[src/rtl/assert_macros.svh]
// ----------------------------------------------------------------------------
// Assertion macros
// Shared macros for the concurrent checks of the list merge block.
// ----------------------------------------------------------------------------
`ifndef ASSERT_MACROS_SVH
`define ASSERT_MACROS_SVH

// The property must hold at every clock edge outside reset.
`define ASSERT_CLK(label, clk, rst, prop, msg) \
   label: assert property (@(posedge clk) disable iff (rst) prop) else $error(msg);

// The expression must never be true at a clock edge outside reset.
`define ASSERT_NEVER(label, clk, rst, expr, msg) \
   label: assert property (@(posedge clk) disable iff (rst) !(expr)) else $error(msg);

`endif

[src/rtl/slm_pkg.sv]
// ----------------------------------------------------------------------------
// Sorted list merge package
// Command codes, controller states and the control bundles shared by the
// controller and the datapath.
// ----------------------------------------------------------------------------
package slm_pkg;

   // Width of one list element.
   localparam int unsigned DATA_W = 32;

   // Request kinds carried on the request channel.
   typedef enum logic [1:0] {
      KIND_APPEND_A = 2'd0,
      KIND_APPEND_B = 2'd1,
      KIND_MERGE    = 2'd2
   } kind_type;

   // Controller states.
   typedef enum logic {
      ST_IDLE = 1'b0,
      ST_RUN  = 1'b1
   } state_type;

   // Commands from the controller to the datapath.
   typedef struct packed {
      logic append_a;
      logic append_b;
      logic emit;
      logic clear;
   } cmd_type;

   // Status from the datapath to the controller.
   typedef struct packed {
      logic emit_last;
   } status_type;

endpackage

[src/rtl/slm_datapath.sv]
// ----------------------------------------------------------------------------
// Sorted list merge datapath
// Holds both list stores, their fill counts and read pointers, compares the
// two list heads and registers each merged result.
// ----------------------------------------------------------------------------
module slm_datapath #(
   parameter int unsigned LIST_DEPTH = 32
) (
   input  logic                               clock,
   input  logic                               reset,
   input  slm_pkg::cmd_type                   cmd,
   input  logic signed [slm_pkg::DATA_W-1:0]  req_value,
   output slm_pkg::status_type                status,
   output logic                               rsp_valid,
   output logic signed [slm_pkg::DATA_W-1:0]  rsp_merged_value,
   output logic                               rsp_empty_res,
   output logic                               rsp_overflow,
   output logic                               rsp_last
);

   localparam int unsigned CW = $clog2(LIST_DEPTH + 1);
   localparam int unsigned AW = (LIST_DEPTH > 1) ? $clog2(LIST_DEPTH) : 1;

   logic signed [slm_pkg::DATA_W-1:0] store_a [LIST_DEPTH];
   logic signed [slm_pkg::DATA_W-1:0] store_b [LIST_DEPTH];

   logic [CW-1:0] count_a_ff, count_a_in;
   logic [CW-1:0] count_b_ff, count_b_in;
   logic [CW-1:0] ptr_a_ff, ptr_a_in;
   logic [CW-1:0] ptr_b_ff, ptr_b_in;
   logic          overflow_ff, overflow_in;

   logic signed [slm_pkg::DATA_W-1:0] head_a_ff;
   logic signed [slm_pkg::DATA_W-1:0] head_b_ff;

   logic          room_a, room_b;
   logic [AW-1:0] rd_idx_a, rd_idx_b;
   logic          a_left, b_left, take_a;
   logic [CW:0]   total;
   logic [CW:0]   position;
   logic          total_zero;

   logic                              valid_ff;
   logic signed [slm_pkg::DATA_W-1:0] value_ff, value_in;
   logic                              empty_ff;
   logic                              ovf_out_ff;
   logic                              last_ff;

   // Head comparison: take A while it has elements and is not above B.
   assign room_a     = count_a_ff < CW'(LIST_DEPTH);
   assign room_b     = count_b_ff < CW'(LIST_DEPTH);
   assign a_left     = ptr_a_ff < count_a_ff;
   assign b_left     = ptr_b_ff < count_b_ff;
   assign take_a     = a_left && (!b_left || (head_a_ff <= head_b_ff));
   assign total      = {1'b0, count_a_ff} + {1'b0, count_b_ff};
   assign position   = {1'b0, ptr_a_ff} + {1'b0, ptr_b_ff} + (CW+1)'(1);
   assign total_zero = (total == '0);

   // The final result is the single empty one or the last stored element.
   assign status.emit_last = cmd.emit && (total_zero || (position == total));

   // Count, pointer and flag updates.
   always_comb begin
      count_a_in  = count_a_ff;
      count_b_in  = count_b_ff;
      ptr_a_in    = ptr_a_ff;
      ptr_b_in    = ptr_b_ff;
      overflow_in = overflow_ff;
      if (cmd.append_a) begin
         if (room_a) begin
            count_a_in = count_a_ff + CW'(1);
         end else begin
            overflow_in = 1'b1;
         end
      end
      if (cmd.append_b) begin
         if (room_b) begin
            count_b_in = count_b_ff + CW'(1);
         end else begin
            overflow_in = 1'b1;
         end
      end
      if (cmd.emit && !total_zero) begin
         if (take_a) begin
            ptr_a_in = ptr_a_ff + CW'(1);
         end else begin
            ptr_b_in = ptr_b_ff + CW'(1);
         end
      end
      if (cmd.clear) begin
         count_a_in  = '0;
         count_b_in  = '0;
         ptr_a_in    = '0;
         ptr_b_in    = '0;
         overflow_in = 1'b0;
      end
   end

   always_ff @(posedge clock) begin
      if (reset) begin
         count_a_ff  <= '0;
         count_b_ff  <= '0;
         ptr_a_ff    <= '0;
         ptr_b_ff    <= '0;
         overflow_ff <= 1'b0;
      end else begin
         count_a_ff  <= count_a_in;
         count_b_ff  <= count_b_in;
         ptr_a_ff    <= ptr_a_in;
         ptr_b_ff    <= ptr_b_in;
         overflow_ff <= overflow_in;
      end
   end

   // Read addresses follow the next pointer so each head stays current.
   assign rd_idx_a = (ptr_a_in < CW'(LIST_DEPTH)) ? ptr_a_in[AW-1:0] : '0;
   assign rd_idx_b = (ptr_b_in < CW'(LIST_DEPTH)) ? ptr_b_in[AW-1:0] : '0;

   // List stores: one write port and one registered read port each.
   always_ff @(posedge clock) begin
      if (cmd.append_a && room_a) begin
         store_a[count_a_ff[AW-1:0]] <= req_value;
      end
      head_a_ff <= store_a[rd_idx_a];
   end

   always_ff @(posedge clock) begin
      if (cmd.append_b && room_b) begin
         store_b[count_b_ff[AW-1:0]] <= req_value;
      end
      head_b_ff <= store_b[rd_idx_b];
   end

   // Result value: zero for an empty merge, else the chosen head.
   always_comb begin
      if (total_zero) begin
         value_in = '0;
      end else if (take_a) begin
         value_in = head_a_ff;
      end else begin
         value_in = head_b_ff;
      end
   end

   // Result register: the strobe is reset, the payload is not.
   always_ff @(posedge clock) begin
      if (reset) begin
         valid_ff <= 1'b0;
      end else begin
         valid_ff <= cmd.emit;
      end
   end

   always_ff @(posedge clock) begin
      if (cmd.emit) begin
         value_ff   <= value_in;
         empty_ff   <= total_zero;
         ovf_out_ff <= overflow_ff;
         last_ff    <= status.emit_last;
      end
   end

   assign rsp_valid        = valid_ff;
   assign rsp_merged_value = value_ff;
   assign rsp_empty_res    = empty_ff;
   assign rsp_overflow     = ovf_out_ff;
   assign rsp_last         = last_ff;

endmodule

[config.mk]
export PLATFORM = sky130hd
export DESIGN_NAME = slm_datapath
export DESIGN_NICKNAME = d
export VERILOG_FILES = /design/src/rtl/assert_macros.svh /design/src/rtl/slm_pkg.sv /design/src/rtl/slm_datapath.sv
export SDC_FILE = /design/constraint.sdc
export NUM_CORES = 2
export LEC_CHECK = 0
export BUFFER_PORTS_ARGS = -buffer_cell sky130_fd_sc_hd__buf_2
export CAP_MARGIN = 10
export CORE_ASPECT_RATIO = 1.2
export CORE_MARGIN = 5
export CORE_UTILIZATION = 55
export DETAILED_ROUTE_END_ITERATION = 10
export PLACE_DENSITY = 0.71
export SETUP_SLACK_MARGIN = 0.4
export SLEW_MARGIN = 15
export SYNTH_ARGS = -nofsm -noshare
export SYNTH_HDL_FRONTEND = slang
export SYNTH_SLANG_ARGS = --single-unit
[constraint.sdc]
create_clock -name clock -period 5.34 [get_ports clock]
set_input_delay 1.068 -clock clock [delete_from_list [all_inputs] [get_ports clock]]
set_output_delay 1.068 -clock clock [all_outputs]
set_load 0.03 [all_outputs]
==> results_dict.tcl <==
set metrics [dict create \
    status "finished clean" \
    seqPwrFrac_pct 53.4 \
    sw_frac_of_total_pct 21.51 \
    finalPower_mw 35.43 \
    path_cells "inv_1, ha_1, nand4_1, nor4_2, buf_4, a31oi_2, o211ai_2, o211ai_4, buf_12, or4_4, and2_4, buf_12, buf_12, buf_12, mux2i_1, o22ai_1, o22ai_1, a221oi_2" \
    gp_congestion 0.9075 \
    clk_latency_ns 0.84 \
    viasPerCell 6.543 \
    dp_slack_ns -0.3785 \
    antenna_found_initial 22 \
    max_stage_delay_ns 0.57 \
    yosys.area_share.simple_pct 7.899 \
    wl_met3_um 26610 \
    drt-met1-wl_um 87190 \
    leakage_nw 34.68 \
    htree_levels 4 \
    drive_gt1_share_pct 15.34 \
    required_ns 6.02 \
    die_h_um 442.4 \
    avgSynthCellArea_um2 15.09 \
    cts_sinks 2173 \
    critPathKind "flip-flop to flip-flop" \
    internal_power_mw 27.81 \
    endpoint_kind "flip-flop" \
    path_clk_slew_ns 0.07 \
    ys_types 85 \
    ys.warnings.count 0 \
    rsz0062_at_grt "yes" \
    dr.first_iter.drc_count 7621 \
    finalMaxSlewViolations 0 \
    startpoint_type "flip-flop" \
    dr_wl_met2_um 122800 \
    critPathMaxFanout 29 \
    period_share_pct 91.69 \
    synth-seq-cells 2173 \
    synth_ff_type "edfxtp_1" \
    core_area_mm2 0.1548 \
    synth_top_area_share_pct 73.00 \
    clock_power_share_pct 41.8 \
    maxUsedRoutingLayer "met5" \
    final_area_mm2 0.09801 \
    synth-compound-area-share_pct 8.419 \
    clockBufferDepth 3 \
    synth_area_mm2 0.08568 \
    fin_worst_skew_ns 0.02599 \
    grt_overflow 0 \
    synth_edf_count 2083 \
    holdWs_ns 0.4990 \
    maxSlewHeadroom_pct 20.66 \
    setup_violations 0 \
    finalSetupTns_ns 0 \
    grt_use_total_pct 30.16 \
    synth.mux.area_fraction_pct 5.137 \
    hold_path.class "input port to flip-flop" \
    route.vias.total 53480 \
    grt_pass1_vias 52170 \
    cts_hold_buf 0 \
    start_util_pct 55.35 \
    syn_to_final_growth_pct 14.39 \
    portBuffers 74 \
    drc_errors 0 \
    crit_arrival_ns 5.57 \
    grt_pass1_wl_um 360400 \
    die_area_mm2 0.1638 \
    synth_cells 5677 \
    postRouteAntennaNets 0 \
    final_common_cell "edfxtp_1" \
    power_switching_mw 7.623 \
    die_w_um 370.3 \
    drv_cap 0 \
    layout_common_cells "edfxtp_1 (2083), nand2_1 (978), mux2i_1 (406)" \
    synth_top_family_by_area "compound AO/OA/AOI/OAI gates" \
    cp_slowest_cell "a221oi_2" \
    rows 158 \
    seq_area_frac_synth_pct 75.11 \
    wl_per_cell_um 30.75 \
    num_io_pins 75 \
    cp_common_cell "buf_12" \
    syn_nets 5781 \
    dp_hpwl_um 148200 \
    routed_wirelength_um 251400 \
    dpl-instance-area_mm2 0.09081 \
    hold_viol_final 0 \
    combPwrFrac_pct 4.8 \
    cts_tree "built" \
    cts_buffers 198 \
    fin_crit_ns 4.896 \
    ys_top_cells_by_area "edfxtp_1 (73%), mux2i_1 (4.7%), nand2_1 (4.3%), dfxtp_1 (2.1%), o22ai_1 (1.6%)" \
    dr.pass1.iters 6 \
    synth_top_area_cell "edfxtp_1" \
    vdd_drop_max_mv 0.3965 \
    synth_xor_area_share_pct 0.2760 \
    p_per_area_mw_per_mm2 361.5 \
    ys_async_sr_fraction_pct 0 \
    tightestPinTransition_ns 1.190 \
    layout.nets 6016 \
    synthAdderAreaFrac_pct 0.9813 \
    max_freq_ghz 0.2042 \
    grt_max_degree 99 \
    cts_root_buffer "clkbuf_16" \
    fin_ws_ns 0.4439 \
]
cell families after synthesis:
| group | after synthesis |
|---|---|
| xor+xnor | 27 |
| fa+ha+maj | 66 |
| flops | 2173 |
| buf+inv | 413 |
| compound gates | 1034 |
| mux | 436 |
| simple gates | 1528 |
cell type report:
cell class	instances	area [um2]
multi-input cells	3091	20370
clock buffers	248	5355
fillers	10700	56780
flip-flops and latches	2173	64360
repair buffers	386	3592
diodes	4	10.01
well taps	2080	2603
inverters	62	232.7
clock inverters	129	1489
power by group through the flow:
stage / logic, mW / registers (mW) / clock network [mW]
finish: 1.69 / 18.9 / 14.8
global route: 1.78 / 18.9 / 15.6
CTS: 1.65 / 18.9 / 14.9
detailed placement: 1.62 / 19.3 / 0
global placement: 1.60 / 19.3 / 0
floorplan: 0.779 / 19.3 / 0
per-layer routing:
layer | track usage (%) | vias up
met4 | 15.33 | 6
met2 | 49.70 | 3564
li1 | - | 22520
met5 | 0 | -
met1 | 38.28 | 26630
met3 | 5.949 | 763
per-stage QoR:
step	utilization, %	std cells
2_1_floorplan	-	5677
3_3_place_gp	58.65	7785
3_5_place_dp	58.66	7785
4_1_cts	63.25	8164
5_1_grt	63.31	8170
6_report	63.32	8173
worst paths after layout:
path                                   start                          to  slack, ns  cells past startpoint
setup / recovery       head_b_ff[26]$_DFF_P_       head_a_ff[12]$_DFF_P_       0.44                     18
hold reg to reg   count_a_ff[5]$_SDFFE_PP0P_  count_a_ff[5]$_SDFFE_PP0P_       0.57                      2
hold / removal                         reset      ptr_b_ff[0]$_SDFF_PP0_       0.50                      2
setup reg to reg       head_b_ff[26]$_DFF_P_       head_a_ff[12]$_DFF_P_       0.44                     18
critical path: cells and delay by family (launching register included):
family | cells | cell delay, ns
adder cells (fa/ha/maj) | 1 | 0.34
multiplexers | 1 | 0.13
AND/OR/NAND/NOR | 4 | 1.40
flip-flops | 1 | 0.42
AO/OA/AOI/OAI | 6 | 1.41
buffers and inverters | 6 | 0.95
state kept, by name (all words and copies together), names as in the netlist, 6 cells and up:
| name | cells |
|---|---|
| store_a | 1024 |
| head_a_ff | 32 |
| rsp_merged_value | 32 |
| head_b_ff | 32 |
| ptr_a_ff | 6 |
| store_b | 1024 |
| count_a_ff | 6 |
| ptr_b_ff | 6 |
| count_b_ff | 6 |
timing repair:
action                                  CTS  global route
pin swaps                                 7             3
endpoints found under the setup margin   21            18
buffers inserted                          1             5
resized for setup                        36            16
cloned                                    1             0
Yosys cell counts (43+ instances only):
cell type,count
a21oi_1,219
o21ai_0,43
and3_1,110
a211oi_1,89
edfxtp_1,2083
mux2i_1,406
inv_1,61
o221ai_1,71
a32oi_1,95
o22ai_1,214
nor2_1,138
nand2_1,983
a31oi_1,97
dfxtp_1,90
a221oi_1,62
ha_1,64
buf_2,105
clkbuf_1,182
nand3_1,162
No activity file was read; power rests on OpenSTA's default activity.
